## src/design/ohc_pkg.sv

```systemverilog
// shared types, constants and helpers of the object record to hex converter
`timescale 1ns / 1ps

package ohc_pkg;

    // reset value of the largest data byte count per hex record
    localparam logic [7:0] MaxRecordReset = 8'd16;

    // default depth of the command queue between front and back
    localparam int QueueDepth = 2;

    // character codes
    localparam logic [7:0] CharColon   = 8'h3A;
    localparam logic [7:0] CharZero    = 8'h30;
    localparam logic [7:0] CharNewline = 8'h0A;
    localparam logic [7:0] CharError   = 8'h00;

    // one command from the parser to the text sequencer
    typedef struct packed {
        logic       is_err;
        logic       is_done;
        logic       has_hdr;
        logic       has_data;
        logic       has_tail;
        logic       rtype;
        logic [7:0] len;
        logic [7:0] addr_hi;
        logic [7:0] addr_lo;
        logic [7:0] data;
        logic [7:0] csum;
    } t_cmd;

    // uppercase ascii hex digit of a nibble
    function automatic logic [7:0] hex_char(input logic [3:0] nib);
        logic [7:0] ch;
        if (nib < 4'd10) begin
            ch = CharZero + {4'h0, nib};
        end else begin
            ch = 8'h37 + {4'h0, nib};
        end
        return ch;
    endfunction

endpackage

```

## src/design/ohc_front.sv

```systemverilog
// record parser: accepts object bytes and turns them into text commands
`timescale 1ns / 1ps

module ohc_front
    import ohc_pkg::*;
(
    input  logic       i_clk,
    input  logic       i_rst_n,
    input  logic       i_valid,
    input  logic [7:0] i_in_byte,
    output logic       o_stall,
    input  logic [7:0] i_max_rec,
    input  logic       i_full,
    output logic       o_push,
    output t_cmd       o_cmd
);

    // parse phases
    localparam logic [3:0] PhType   = 4'd0;
    localparam logic [3:0] PhLenLo  = 4'd1;
    localparam logic [3:0] PhLenHi  = 4'd2;
    localparam logic [3:0] PhSkip   = 4'd3;
    localparam logic [3:0] PhEndA   = 4'd4;
    localparam logic [3:0] PhEndB   = 4'd5;
    localparam logic [3:0] PhEndLo  = 4'd6;
    localparam logic [3:0] PhEndHi  = 4'd7;
    localparam logic [3:0] PhSeg    = 4'd8;
    localparam logic [3:0] PhAddrLo = 4'd9;
    localparam logic [3:0] PhAddrHi = 4'd10;
    localparam logic [3:0] PhData   = 4'd11;
    localparam logic [3:0] PhCrc    = 4'd12;

    // record kinds
    localparam logic [1:0] KindSkip    = 2'd0;
    localparam logic [1:0] KindContent = 2'd1;
    localparam logic [1:0] KindEnd     = 2'd2;

    // record type bytes
    localparam logic [7:0] TypeEnd     = 8'h04;
    localparam logic [7:0] TypeContent = 8'h06;
    localparam logic [7:0] TypeLimit   = 8'h22;

    logic [3:0]  r_phase, n_phase;
    logic [1:0]  r_kind, n_kind;
    logic [15:0] r_bytes_left, n_bytes_left;
    logic [15:0] r_addr, n_addr;
    logic [7:0]  r_chunk, n_chunk;
    logic [7:0]  r_sum, n_sum;
    logic        r_halted, n_halted;

    logic        accept;
    logic        work;
    logic        fail;
    logic [15:0] full_len;
    logic [7:0]  lim;
    logic [7:0]  len;
    logic        chunk_open;
    logic [7:0]  sum_base;
    logic [7:0]  new_sum;
    logic [7:0]  new_chunk;
    logic [7:0]  end_sum;

    // the queue sets the pace of the parser
    assign o_stall = i_full;
    assign accept  = i_valid && !i_full;
    assign work    = accept && !r_halted;

    // hex record sizing for the data phase
    assign full_len   = {i_in_byte, r_bytes_left[7:0]};
    assign lim        = (i_max_rec == 8'd0) ? 8'd1 : i_max_rec;
    assign len        = (r_bytes_left < {8'h00, lim}) ? r_bytes_left[7:0] : lim;
    assign chunk_open = (r_chunk == 8'd0);
    assign sum_base   = chunk_open ? (len + r_addr[15:8] + r_addr[7:0]) : r_sum;
    assign new_sum    = sum_base + i_in_byte;
    assign new_chunk  = (chunk_open ? len : r_chunk) - 8'd1;
    assign end_sum    = r_addr[7:0] + i_in_byte + 8'd1;

    // phase decoder and command build
    always_comb begin
        n_phase      = r_phase;
        n_kind       = r_kind;
        n_bytes_left = r_bytes_left;
        n_addr       = r_addr;
        n_chunk      = r_chunk;
        n_sum        = r_sum;
        n_halted     = r_halted;
        fail         = 1'b0;
        o_push       = 1'b0;
        o_cmd        = '0;
        if (work) begin
            unique case (r_phase)
                PhType: begin
                    if (i_in_byte < 8'd2 || i_in_byte >= TypeLimit || i_in_byte[0]) begin
                        fail = 1'b1;
                    end else begin
                        n_kind  = (i_in_byte == TypeContent) ? KindContent :
                                  (i_in_byte == TypeEnd) ? KindEnd : KindSkip;
                        n_phase = PhLenLo;
                    end
                end
                PhLenLo: begin
                    n_bytes_left = {8'h00, i_in_byte};
                    n_phase      = PhLenHi;
                end
                PhLenHi: begin
                    n_bytes_left = full_len;
                    if (r_kind == KindEnd) begin
                        n_phase = PhEndA;
                    end else if (r_kind == KindContent) begin
                        if (full_len < 16'd4) begin
                            fail = 1'b1;
                        end else begin
                            n_bytes_left = full_len - 16'd4;
                            n_chunk      = 8'd0;
                            n_phase      = PhSeg;
                        end
                    end else begin
                        n_phase = (full_len == 16'd0) ? PhType : PhSkip;
                    end
                end
                PhSkip: begin
                    n_bytes_left = r_bytes_left - 16'd1;
                    if (r_bytes_left == 16'd1) begin
                        n_phase = PhType;
                    end
                end
                PhEndA: n_phase = PhEndB;
                PhEndB: n_phase = PhEndLo;
                PhEndLo: begin
                    n_addr  = {8'h00, i_in_byte};
                    n_phase = PhEndHi;
                end
                PhEndHi: begin
                    n_addr         = {i_in_byte, r_addr[7:0]};
                    n_halted       = 1'b1;
                    o_push         = 1'b1;
                    o_cmd.is_done  = 1'b1;
                    o_cmd.has_hdr  = 1'b1;
                    o_cmd.has_tail = 1'b1;
                    o_cmd.rtype    = 1'b1;
                    o_cmd.addr_hi  = i_in_byte;
                    o_cmd.addr_lo  = r_addr[7:0];
                    o_cmd.csum     = 8'd0 - end_sum;
                end
                PhSeg: n_phase = PhAddrLo;
                PhAddrLo: begin
                    n_addr  = {8'h00, i_in_byte};
                    n_phase = PhAddrHi;
                end
                PhAddrHi: begin
                    n_addr  = {i_in_byte, r_addr[7:0]};
                    n_phase = (r_bytes_left == 16'd0) ? PhCrc : PhData;
                end
                PhData: begin
                    n_sum          = new_sum;
                    n_chunk        = new_chunk;
                    n_bytes_left   = r_bytes_left - 16'd1;
                    n_addr         = r_addr + 16'd1;
                    o_push         = 1'b1;
                    o_cmd.has_hdr  = chunk_open;
                    o_cmd.has_data = 1'b1;
                    o_cmd.has_tail = (new_chunk == 8'd0);
                    o_cmd.len      = len;
                    o_cmd.addr_hi  = r_addr[15:8];
                    o_cmd.addr_lo  = r_addr[7:0];
                    o_cmd.data     = i_in_byte;
                    o_cmd.csum     = 8'd0 - new_sum;
                    if (r_bytes_left == 16'd1) begin
                        n_phase = PhCrc;
                    end
                end
                PhCrc: n_phase = PhType;
                default: n_phase = PhType;
            endcase
            // bad type or short content record
            if (fail) begin
                n_halted     = 1'b1;
                o_push       = 1'b1;
                o_cmd        = '0;
                o_cmd.is_err = 1'b1;
            end
        end
    end

    // parser state
    always_ff @(posedge i_clk) begin
        if (!i_rst_n) begin
            r_phase      <= PhType;
            r_kind       <= KindSkip;
            r_bytes_left <= '0;
            r_addr       <= '0;
            r_chunk      <= '0;
            r_sum        <= '0;
            r_halted     <= 1'b0;
        end else begin
            r_phase      <= n_phase;
            r_kind       <= n_kind;
            r_bytes_left <= n_bytes_left;
            r_addr       <= n_addr;
            r_chunk      <= n_chunk;
            r_sum        <= n_sum;
            r_halted     <= n_halted;
        end
    end

    // once halted the parser never issues another command
    a_halt_quiet: assert property (@(posedge i_clk) disable iff (!i_rst_n)
        r_halted |-> !o_push)
        else $error("command issued after halt");

    // a command is only issued when the queue has room
    a_push_room: assert property (@(posedge i_clk) disable iff (!i_rst_n)
        o_push |-> !i_full)
        else $error("command issued into full queue");

    // an error command ends the conversion
    a_err_halts: assert property (@(posedge i_clk) disable iff (!i_rst_n)
        (o_push && o_cmd.is_err) |=> r_halted)
        else $error("error did not halt parser");

endmodule

```

## src/design/ohc_queue.sv

```systemverilog
// short command queue between parser and text sequencer
`timescale 1ns / 1ps

module ohc_queue
    import ohc_pkg::*;
#(
    parameter int DEPTH = QueueDepth
) (
    input  logic i_clk,
    input  logic i_rst_n,
    input  logic i_push,
    input  t_cmd i_cmd,
    output logic o_full,
    input  logic i_pop,
    output logic o_empty,
    output t_cmd o_head
);

    localparam int PtrW = (DEPTH > 1) ? $clog2(DEPTH) : 1;
    localparam int CntW = $clog2(DEPTH + 1);
    localparam logic [PtrW-1:0] PtrLast = PtrW'(DEPTH - 1);
    localparam logic [CntW-1:0] CntFull = CntW'(DEPTH);

    t_cmd            r_mem [DEPTH];
    logic [PtrW-1:0] r_wr_ptr;
    logic [PtrW-1:0] r_rd_ptr;
    logic [CntW-1:0] r_count;

    assign o_full  = (r_count == CntFull);
    assign o_empty = (r_count == '0);
    assign o_head  = r_mem[r_rd_ptr];

    // storage
    always_ff @(posedge i_clk) begin
        if (i_push) begin
            r_mem[r_wr_ptr] <= i_cmd;
        end
    end

    // pointers and fill count
    always_ff @(posedge i_clk) begin
        if (!i_rst_n) begin
            r_wr_ptr <= '0;
            r_rd_ptr <= '0;
            r_count  <= '0;
        end else begin
            if (i_push) begin
                r_wr_ptr <= (r_wr_ptr == PtrLast) ? '0 : r_wr_ptr + 1'b1;
            end
            if (i_pop) begin
                r_rd_ptr <= (r_rd_ptr == PtrLast) ? '0 : r_rd_ptr + 1'b1;
            end
            if (i_push && !i_pop) begin
                r_count <= r_count + 1'b1;
            end else if (i_pop && !i_push) begin
                r_count <= r_count - 1'b1;
            end
        end
    end

    a_no_overflow: assert property (@(posedge i_clk) disable iff (!i_rst_n)
        o_full |-> !i_push)
        else $error("queue overflow");

    a_no_underflow: assert property (@(posedge i_clk) disable iff (!i_rst_n)
        o_empty |-> !i_pop)
        else $error("queue underflow");

    a_count_range: assert property (@(posedge i_clk) disable iff (!i_rst_n)
        r_count <= CntFull)
        else $error("queue count out of range");

endmodule

```

## src/design/ohc_back.sv

```systemverilog
// text sequencer: spells each command out as hex text, one character per cycle while a command waits and i_stall is low
`timescale 1ns / 1ps

module ohc_back
    import ohc_pkg::*;
(
    input  logic       i_clk,
    input  logic       i_rst_n,
    input  logic       i_empty,
    input  t_cmd       i_head,
    output logic       o_pop,
    output logic       o_valid,
    input  logic       i_stall,
    output logic [7:0] o_out_char,
    output logic       o_last_of_run,
    output logic       o_error_flag,
    output logic       o_module_done
);

    // character positions within one hex record
    localparam logic [3:0] StColon  = 4'd0;
    localparam logic [3:0] StLenHi  = 4'd1;
    localparam logic [3:0] StLenLo  = 4'd2;
    localparam logic [3:0] StAhiHi  = 4'd3;
    localparam logic [3:0] StAhiLo  = 4'd4;
    localparam logic [3:0] StAloHi  = 4'd5;
    localparam logic [3:0] StAloLo  = 4'd6;
    localparam logic [3:0] StTypHi  = 4'd7;
    localparam logic [3:0] StTypLo  = 4'd8;
    localparam logic [3:0] StDatHi  = 4'd9;
    localparam logic [3:0] StDatLo  = 4'd10;
    localparam logic [3:0] StSumHi  = 4'd11;
    localparam logic [3:0] StSumLo  = 4'd12;
    localparam logic [3:0] StNl     = 4'd13;

    logic       r_mid;
    logic [3:0] r_step;
    logic       r_valid;
    logic [7:0] r_char;
    logic       r_last;
    logic       r_err;
    logic       r_done;

    logic       emit;
    logic [3:0] cur;
    logic [3:0] nxt;
    logic       last;
    logic [7:0] ch;

    // a new character enters the output register when it is free or taken
    assign emit = !i_empty && (!r_valid || !i_stall);
    assign cur  = r_mid ? r_step : (i_head.has_hdr ? StColon : StDatHi);
    assign nxt  = (cur == StTypLo && !i_head.has_data) ? StSumHi : cur + 4'd1;
    assign last = i_head.is_err || cur == StNl || (cur == StDatLo && !i_head.has_tail);
    assign o_pop = emit && last;

    // character select
    always_comb begin
        unique case (cur)
            StColon: ch = CharColon;
            StLenHi: ch = hex_char(i_head.len[7:4]);
            StLenLo: ch = hex_char(i_head.len[3:0]);
            StAhiHi: ch = hex_char(i_head.addr_hi[7:4]);
            StAhiLo: ch = hex_char(i_head.addr_hi[3:0]);
            StAloHi: ch = hex_char(i_head.addr_lo[7:4]);
            StAloLo: ch = hex_char(i_head.addr_lo[3:0]);
            StTypHi: ch = CharZero;
            StTypLo: ch = hex_char({3'b000, i_head.rtype});
            StDatHi: ch = hex_char(i_head.data[7:4]);
            StDatLo: ch = hex_char(i_head.data[3:0]);
            StSumHi: ch = hex_char(i_head.csum[7:4]);
            StSumLo: ch = hex_char(i_head.csum[3:0]);
            StNl:    ch = CharNewline;
            default: ch = CharError;
        endcase
        if (i_head.is_err) begin
            ch = CharError;
        end
    end

    // position within the current command
    always_ff @(posedge i_clk) begin
        if (!i_rst_n) begin
            r_mid  <= 1'b0;
            r_step <= StColon;
        end else if (emit) begin
            r_mid  <= !last;
            r_step <= nxt;
        end
    end

    // output register
    always_ff @(posedge i_clk) begin
        if (!i_rst_n) begin
            r_valid <= 1'b0;
        end else if (emit) begin
            r_valid <= 1'b1;
        end else if (!i_stall) begin
            r_valid <= 1'b0;
        end
    end

    always_ff @(posedge i_clk) begin
        if (emit) begin
            r_char <= ch;
            r_last <= last;
            r_err  <= i_head.is_err;
            r_done <= i_head.is_done;
        end
    end

    assign o_valid       = r_valid;
    assign o_out_char    = r_char;
    assign o_last_of_run = r_last;
    assign o_error_flag  = r_err;
    assign o_module_done = r_done;

    // the error item stands alone
    a_err_last: assert property (@(posedge i_clk) disable iff (!i_rst_n)
        (r_valid && r_err) |-> (r_last && !r_done))
        else $error("error item not a single run");

    // a command is only released on its final character
    a_pop_last: assert property (@(posedge i_clk) disable iff (!i_rst_n)
        o_pop |=> (r_valid && r_last))
        else $error("command released early");

    // the sequencer never stays mid-command past a newline
    a_nl_ends: assert property (@(posedge i_clk) disable iff (!i_rst_n)
        (emit && cur == StNl) |=> !r_mid)
        else $error("newline did not close command");

endmodule

```

## src/design/object_record_to_hex_converter.sv

```systemverilog
// top level of the object record to hex text converter
`timescale 1ns / 1ps
//
// Usage: object file bytes enter on i_valid / o_stall / i_in_byte, one byte per item.
// Hex text leaves on o_valid / i_stall, one ASCII character per item on o_out_char,
// with o_last_of_run marking the final character caused by an input byte,
// o_error_flag on the single error item and o_module_done on the end record text.
// i_cfg_wr_en with i_cfg_wr_data sets the largest data byte count per hex record
// (reset 16); write it only while the block is idle.
// A byte that makes text passes the command queue and then the output register
// before its first character shows. The output gives one character per cycle while
// i_stall is low and the queue holds a command; a data byte costs 2 characters, plus
// 9 header and 3 trailer characters per hex record, so about 2.75 characters per
// data byte at 16-byte records. The parser takes one byte per cycle as long as the
// command queue (QUEUE_DEPTH entries) has room; o_stall is the queue-full flag.
// Reset clears the parser, the queue and the output register; the record size
// register returns to 16. When the receiver stalls, the held character stays,
// the queue fills and then o_stall rises. After an end record or an error the
// block takes and drops every further byte until reset.
//
module object_record_to_hex_converter
    import ohc_pkg::*;
#(
    parameter int QUEUE_DEPTH = QueueDepth
) (
    input  logic       i_clk,
    input  logic       i_rst_n,
    input  logic       i_cfg_wr_en,
    input  logic [7:0] i_cfg_wr_data,
    input  logic       i_valid,
    output logic       o_stall,
    input  logic [7:0] i_in_byte,
    output logic       o_valid,
    input  logic       i_stall,
    output logic [7:0] o_out_char,
    output logic       o_last_of_run,
    output logic       o_error_flag,
    output logic       o_module_done
);

    logic [7:0] r_max_rec;
    logic       push;
    logic       pop;
    logic       full;
    logic       empty;
    t_cmd       cmd_in;
    t_cmd       head;

    // record size register
    always_ff @(posedge i_clk) begin
        if (!i_rst_n) begin
            r_max_rec <= MaxRecordReset;
        end else if (i_cfg_wr_en) begin
            r_max_rec <= i_cfg_wr_data;
        end
    end

    // parser
    ohc_front u_front (
        .i_clk     (i_clk),
        .i_rst_n   (i_rst_n),
        .i_valid   (i_valid),
        .i_in_byte (i_in_byte),
        .o_stall   (o_stall),
        .i_max_rec (r_max_rec),
        .i_full    (full),
        .o_push    (push),
        .o_cmd     (cmd_in)
    );

    // command queue
    ohc_queue #(
        .DEPTH (QUEUE_DEPTH)
    ) u_queue (
        .i_clk   (i_clk),
        .i_rst_n (i_rst_n),
        .i_push  (push),
        .i_cmd   (cmd_in),
        .o_full  (full),
        .i_pop   (pop),
        .o_empty (empty),
        .o_head  (head)
    );

    // text sequencer
    ohc_back u_back (
        .i_clk         (i_clk),
        .i_rst_n       (i_rst_n),
        .i_empty       (empty),
        .i_head        (head),
        .o_pop         (pop),
        .o_valid       (o_valid),
        .i_stall       (i_stall),
        .o_out_char    (o_out_char),
        .o_last_of_run (o_last_of_run),
        .o_error_flag  (o_error_flag),
        .o_module_done (o_module_done)
    );

endmodule
```

## config.mk

```make
export PLATFORM = sky130hd
export DESIGN_NAME = object_record_to_hex_converter
export DESIGN_NICKNAME = d
export VERILOG_FILES = /design/src/design/ohc_pkg.sv /design/src/design/ohc_front.sv /design/src/design/ohc_queue.sv /design/src/design/ohc_back.sv /design/src/design/object_record_to_hex_converter.sv
export SDC_FILE = /design/constraint.sdc
export NUM_CORES = 1
export LEC_CHECK = 0
export BUFFER_PORTS_ARGS = -buffer_cell sky130_fd_sc_hd__buf_2
export CORE_MARGIN = 10
export CORE_UTILIZATION = 60
export DETAILED_ROUTE_END_ITERATION = 10
export HOLD_SLACK_MARGIN = 0.1
export PLACE_DENSITY = 0.77
export SETUP_SLACK_MARGIN = 0.5
export SLEW_MARGIN = 30
export SYNTH_ARGS = -nofsm -noshare
export SYNTH_HDL_FRONTEND = slang
export SYNTH_HIERARCHICAL = 1
export SYNTH_SLANG_ARGS = --single-unit
export TNS_END_PERCENT = 20
```

## constraint.sdc

```tcl
create_clock -name i_clk -period 6.7 [get_ports i_clk]
set_input_delay 0.67 -clock i_clk [delete_from_list [all_inputs] [get_ports i_clk]]
set_output_delay 0.67 -clock i_clk [all_outputs]
set_load 0.005 [all_outputs]
```

# ---- Word-level counts from Yosys, hierarchy flattened
# Memory sizes are Yosys's and may differ from the RTL's. A register that Yosys moved wholly into a read port is not among the register bits.
# Cells that the tools add are included.
dict set report word_totals {
  elab_cells 232
  out_inout_bits 13
  mem_count 1
  in_bits 21
  regBits 84
  ramBits 92
}
dict set report classes {
  bitwise 3
  n_addsub 37
  reduce_logical 50
  muxes 69
  order_cmp 14
  eq_ne 38
}
# memory words word_bits rd rd_ports_with_merged_regs wr line
set memory_table {}
lappend memory_table {u_queue.r_mem 2 46 1 1 1 ohc_queue.sv:24} ;# t_cmd r_mem [DEPTH];
# operator n
set op_table {}
lappend op_table {{8-bit two-way mux} 19}
lappend op_table {{6-bit by 4-bit adder with 7-bit output, first input constant} 20}
lappend op_table {{8-bit one-hot mux with 14 select lines} 1}
lappend op_table {{16-bit one-hot mux with 3 select lines} 2}
lappend op_table {{46-bit two-way mux} 2}
lappend op_table {{16-bit two-way mux} 3}
lappend op_table {{4-bit one-hot mux with 12 select lines} 1}
lappend op_table {{4-bit == test, second input constant} 10}
lappend op_table {{4-bit < comparator, second input constant} 10}
lappend op_table {{4-bit two-way mux} 9}
lappend op_table {{8-bit adder} 4}
lappend op_table {{4-bit by 3-bit == test with 1-bit output, second input constant} 8}
lappend op_table {{16-bit zero test} 2}
lappend op_table {{16-bit one-hot mux with 2 select lines} 1}
lappend op_table {{8-bit one-hot mux with 2 select lines} 2}
lappend op_table {{8-bit zero test} 3}
lappend op_table {{1-bit two-way mux} 20}
lappend op_table {{16-bit by 1-bit adder with 16-bit output, second input constant} 1}
lappend op_table {{16-bit by 1-bit == test with 1-bit output, second input constant} 1}
lappend op_table {{4-bit by 2-bit == test with 1-bit output, second input constant} 4}
lappend op_table {{8-bit by 3-bit == test with 1-bit output, second input constant} 2}
lappend op_table {{16-bit by 3-bit < comparator with 1-bit output, second input constant} 1}
lappend op_table {{16-bit by 8-bit < comparator with 1-bit output} 1}
lappend op_table {{1-bit by 8-bit subtractor with 8-bit output, first input constant} 2}
lappend op_table {{33 further kinds} 82}

# ---- Depth between registers and ports, before layout
dict set report logic_depth {
  word_depth 12
  ltp_mapped 26
}

# ---- Hierarchy
# Netlist, hierarchy kept.
# mod seq_area_each_um2 area_per_inst_um2 n_inst cells_each
set by_module_without_submodules {}
lappend by_module_without_submodules {ohc_front 1101.1 5418.9 1 763}
lappend by_module_without_submodules {ohc_queue 2862.7 3549.7 1 165}
lappend by_module_without_submodules {ohc_back 420.4 2072.0 1 278}
lappend by_module_without_submodules {object_record_to_hex_converter 160.2 299.0 1 25}

# ---- Worst setup path after synthesis
# OpenSTA, ideal clock, no wires.
dict set report synth_timing {
  path_kind {register to register}
  start {reg u_front.r_bytes_left[11]}
  end {mem u_queue/r_mem[0][7] in the netlist's numbering, data pin}
  arrival_time_ps 5338
  slack_ps 1102
  stages_incl_launch_ff 24
  synth_period_minus_slack_ps 5598
  setup_ps 260
  cell_sequence {dfxtp_1 > or4_4 > or3_4 > or3_1 > buf_6 > or2_4 > buf_6 > a21oi_1 > inv_1 > fa_1 > ha_1 > a21o_1 > a21o_1 > a21oi_1 > nor2_1 > nor2_1 > xor2_1 > o21ai_0 > ha_1 > nand2_1 > o21ai_0 > xor2_1 > xnor3_1 > a22o_1}
}
# element line
set synth_lines {}
lappend synth_lines {{start, declared} ohc_front.sv:45} ;# logic [15:0] r_bytes_left, n_bytes_left;
lappend synth_lines {{start signal, assigned} ohc_front.sv:198} ;# r_bytes_left <= n_bytes_left;
lappend synth_lines {{end, declared} ohc_queue.sv:24}

==> impl_metrics.py <==
metrics = {
    "outcome": {
        "status": "completed",
    },
    "setup_path": {
        "cp_top_family": "simple AND/OR/NAND/NOR gates",
        "max_stage_delay_ns": 0.58,
        "crit_type": "reg -> reg",
        "start_kind": "flip-flop",
        "path_max_fanout": 11,
        "cp_cell_sequence": "or4_4 -> or3_4 -> or3_1 -> or2_4 -> a21oi_2 -> inv_1 -> fa_1 -> ha_1 -> a21o_1 -> a21o_1 -> a21oi_1 -> nor2_1 -> nor2_1 -> xor2_1 -> o21ai_0 -> ha_1 -> nand2_1 -> o21ai_0 -> xor2_1 -> xnor3_1 -> a22o_1",
        "endpoint_kind": "flip-flop",
        "critPathSlowestCell": "or4_4",
        "r2r_setup_slack_ns": 0.85,
        "worstPathArrival_ns": 6.04,
        "crit_required_ns": 6.89,
        "cp_num_buf_inv": 1,
    },
    "cts": {
        "cts_buffer_depth": 2,
        "cts_buffers": 17,
        "cts.sinks": 176,
        "clock_latency_ns": 0.44,
        "clockRootBuffer": "clkbuf_16",
        "htreeDepth": 4,
        "cts_tree": "built",
        "cts.clk_slew.worst_paths_ns": 0.07,
    },
    "die": {
        "start_util_pct": 60.8,
        "io_pins": 34,
        "core_sq_mm": 0.0186,
        "die_x_microns": 157,
        "die_y_microns": 157,
        "dieArea_sq_mm": 0.0248,
        "fp-row-count": 50,
    },
    "route": {
        "wl_microns": 29900,
        "dr.pass1.iters": 6,
        "via_per_inst": 6.50,
        "avgRoutedWirePerCell_microns": 20.2,
        "drc": 0,
        "first_iter_violations": 1000,
        "drtAntennaViolNets": 0,
        "dr_total_vias": 9636,
    },
    "logic_synthesis": {
        "ys_async_sr_fraction_pct": 0,
        "synth_area_sq_mm": 0.0113,
        "syn_inst": 1231,
        "yosysWarnings": 6,
        "synth-main-ff-cell": "edfxtp_1",
        "synth_seq_area_share_pct": 40.1,
        "syn_area_per_cell_sq_um": 9.21,
        "yosysUniqueCellTypes": 85,
        "synth_seq_cells": 176,
        "syn-num-nets": 1307,
        "synth_edf_count": 102,
    },
    "grt": {
        "antenna_found_initial": 0,
        "grt_pass1_vias": 9210,
        "groute.usage.overall_pct": 24.4,
        "grt_start_max_net_pins": 47,
        "grt_pass1_wl_microns": 47900,
        "grt_overflow": 0,
    },
    "placement": {
        "routabilityCongestion": 0.952,
        "hpwl_microns": 21700,
        "dp_cells": 1450,
        "placedInstanceArea_sq_mm": 0.0116,
        "port_buffers": 32,
    },
    "timing": {
        "hold_viol_final": 0,
        "finalSetupViolCount": 0,
        "maxSlewViolCount": 0,
        "tightest_slew_ns": 0.821,
        "finClkSkew_ns": 0.0118,
        "fin_crit_ns": 5.85,
        "fin_crit_sh_pct": 87.3,
        "slew_headroom_pct": 45.2,
        "rsz0062_at_grt": "false",
        "fin_tns_setup_ns": 0,
        "fmax_ghz": 0.171,
    },
    "cells_and_area": {
        "syn_to_final_growth_pct": 7.40,
        "stdcell_area_sq_mm": 0.0122,
        "layout_commonest_cell": "nand2_1",
        "layout.nets": 1312,
        "mostFrequentLayoutCells": "111 x nand2_1, 102 x edfxtp_1, 96 x nor2_1, 90 x a21oi_1, 83 x o21ai_0",
        "drive_gt1_share_pct": 11.9,
        "final_cells": 1483,
        "n_antenna_cell": 0,
    },
    "pwr": {
        "p_leak_uw": 0.00457,
        "power.density_mw_per_mm2": 290,
        "power.ir.vdd_worst_v": 0.000211,
    },
    "min_path": {
        "hold_class": "in -> reg",
    },
    "run": {
        "maxCapViolCount": 0,
    },
}
[synthesized netlist by cell type, types with 29 or more instances]
cell type  instances  share of area (%)
ha_1              46                5.1
a21oi_1           91                4.0
dfxtp_1           74                 13
edfxtp_1         102                 27
nor2_1            96                3.2
nand2_1          111                3.7
clkbuf_1          36                1.2
inv_1             69                2.3
xnor2_1           39                3.0
o21ai_0           83                3.7
mux2_2            48                4.8
nor2b_1           29                1.6
[flip-flops by register name (all words and copies together), names as in the netlist, 2 cells and up, named ones only]
register	flops
u_front/r_addr	16
u_back/o_out_char	7
u_front/r_phase	4
u_front/r_chunk	8
r_max_rec	8
u_queue/r_count	2
u_front/r_sum	8
u_front/r_bytes_left	16
u_queue/r_mem	92
u_back/r_step	4
u_front/r_kind	2
[tightest hold or removal path: stages]
cell and delay (ns):
buf_2 0.07, mux2i_1 0.05, nand2_1 0.06
[through the flow]
stage	hold WS [ns]	setup slack (ns)	total power, uW	utilization [%]
floorplan	0.437	1.10	2270	-
global placement	0.444	0.861	2500	62.0
detailed placement	0.451	0.752	2530	62.1
CTS	0.428	0.736	3540	65.3
global route	0.443	0.574	3720	65.3
finish	0.443	0.850	3530	65.3
[what timing repair did]
item,in CTS,in global routing
setup endpoints to repair,0,2
hold buffers,0,0
buffers inserted,0,1
gates resized for setup,0,1
[area by class of cell]
cell class | instances | area, sq um
Tap cell | 234 | 293
Inverter | 71 | 267
Timing Repair Buffer | 42 | 235
Fill cell | 1530 | 6460
Sequential cell | 176 | 4550
Multi-Input combinational cell | 928 | 6240
Clock buffer | 17 | 425
Clock inverter | 15 | 171
[per-layer routing]
metal	track usage (%)	wire [microns]	up-vias
li1	-	-	4534
met1	30.1	12400	4559
met2	39.8	14200	451
met3	4.94	1960	92
met4	11.9	1350	0
met5	0	0	-
[logic make-up after synthesis]
group / synth area share [%]
XOR/XNOR: 4.06
AO/OA/AOI/OAI: 19.2
flip-flops: 40.1
other: 0.0331
buffers and inverters: 5.06
adder cells (fa/ha/maj): 6.66
AND/OR/NAND/NOR: 19.0
multiplexers: 5.93
[final timing paths]
check | from | end | depth (start not counted)
hold / removal | i_cfg_wr_data[4] | r_max_rec[4] | 3
setup reg to reg | u_front/r_bytes_left[11] | u_queue/r_mem[0][7] | 21
setup / recovery | u_front/r_bytes_left[11] | u_queue/r_mem[0][7] | 21
hold reg to reg | u_front/r_sum[0] | u_front/r_sum[0] | 2
[where the power goes]
part / switching, uW / internal (uW) / leakage, uW
Sequential: 123 / 1310 / 0.00157
Clock: 470 / 532 / 0.000288
Combinational: 641 / 455 / 0.00271
Total: 1230 / 2300 / 0.00457
(Power assumes the default switching activity.)
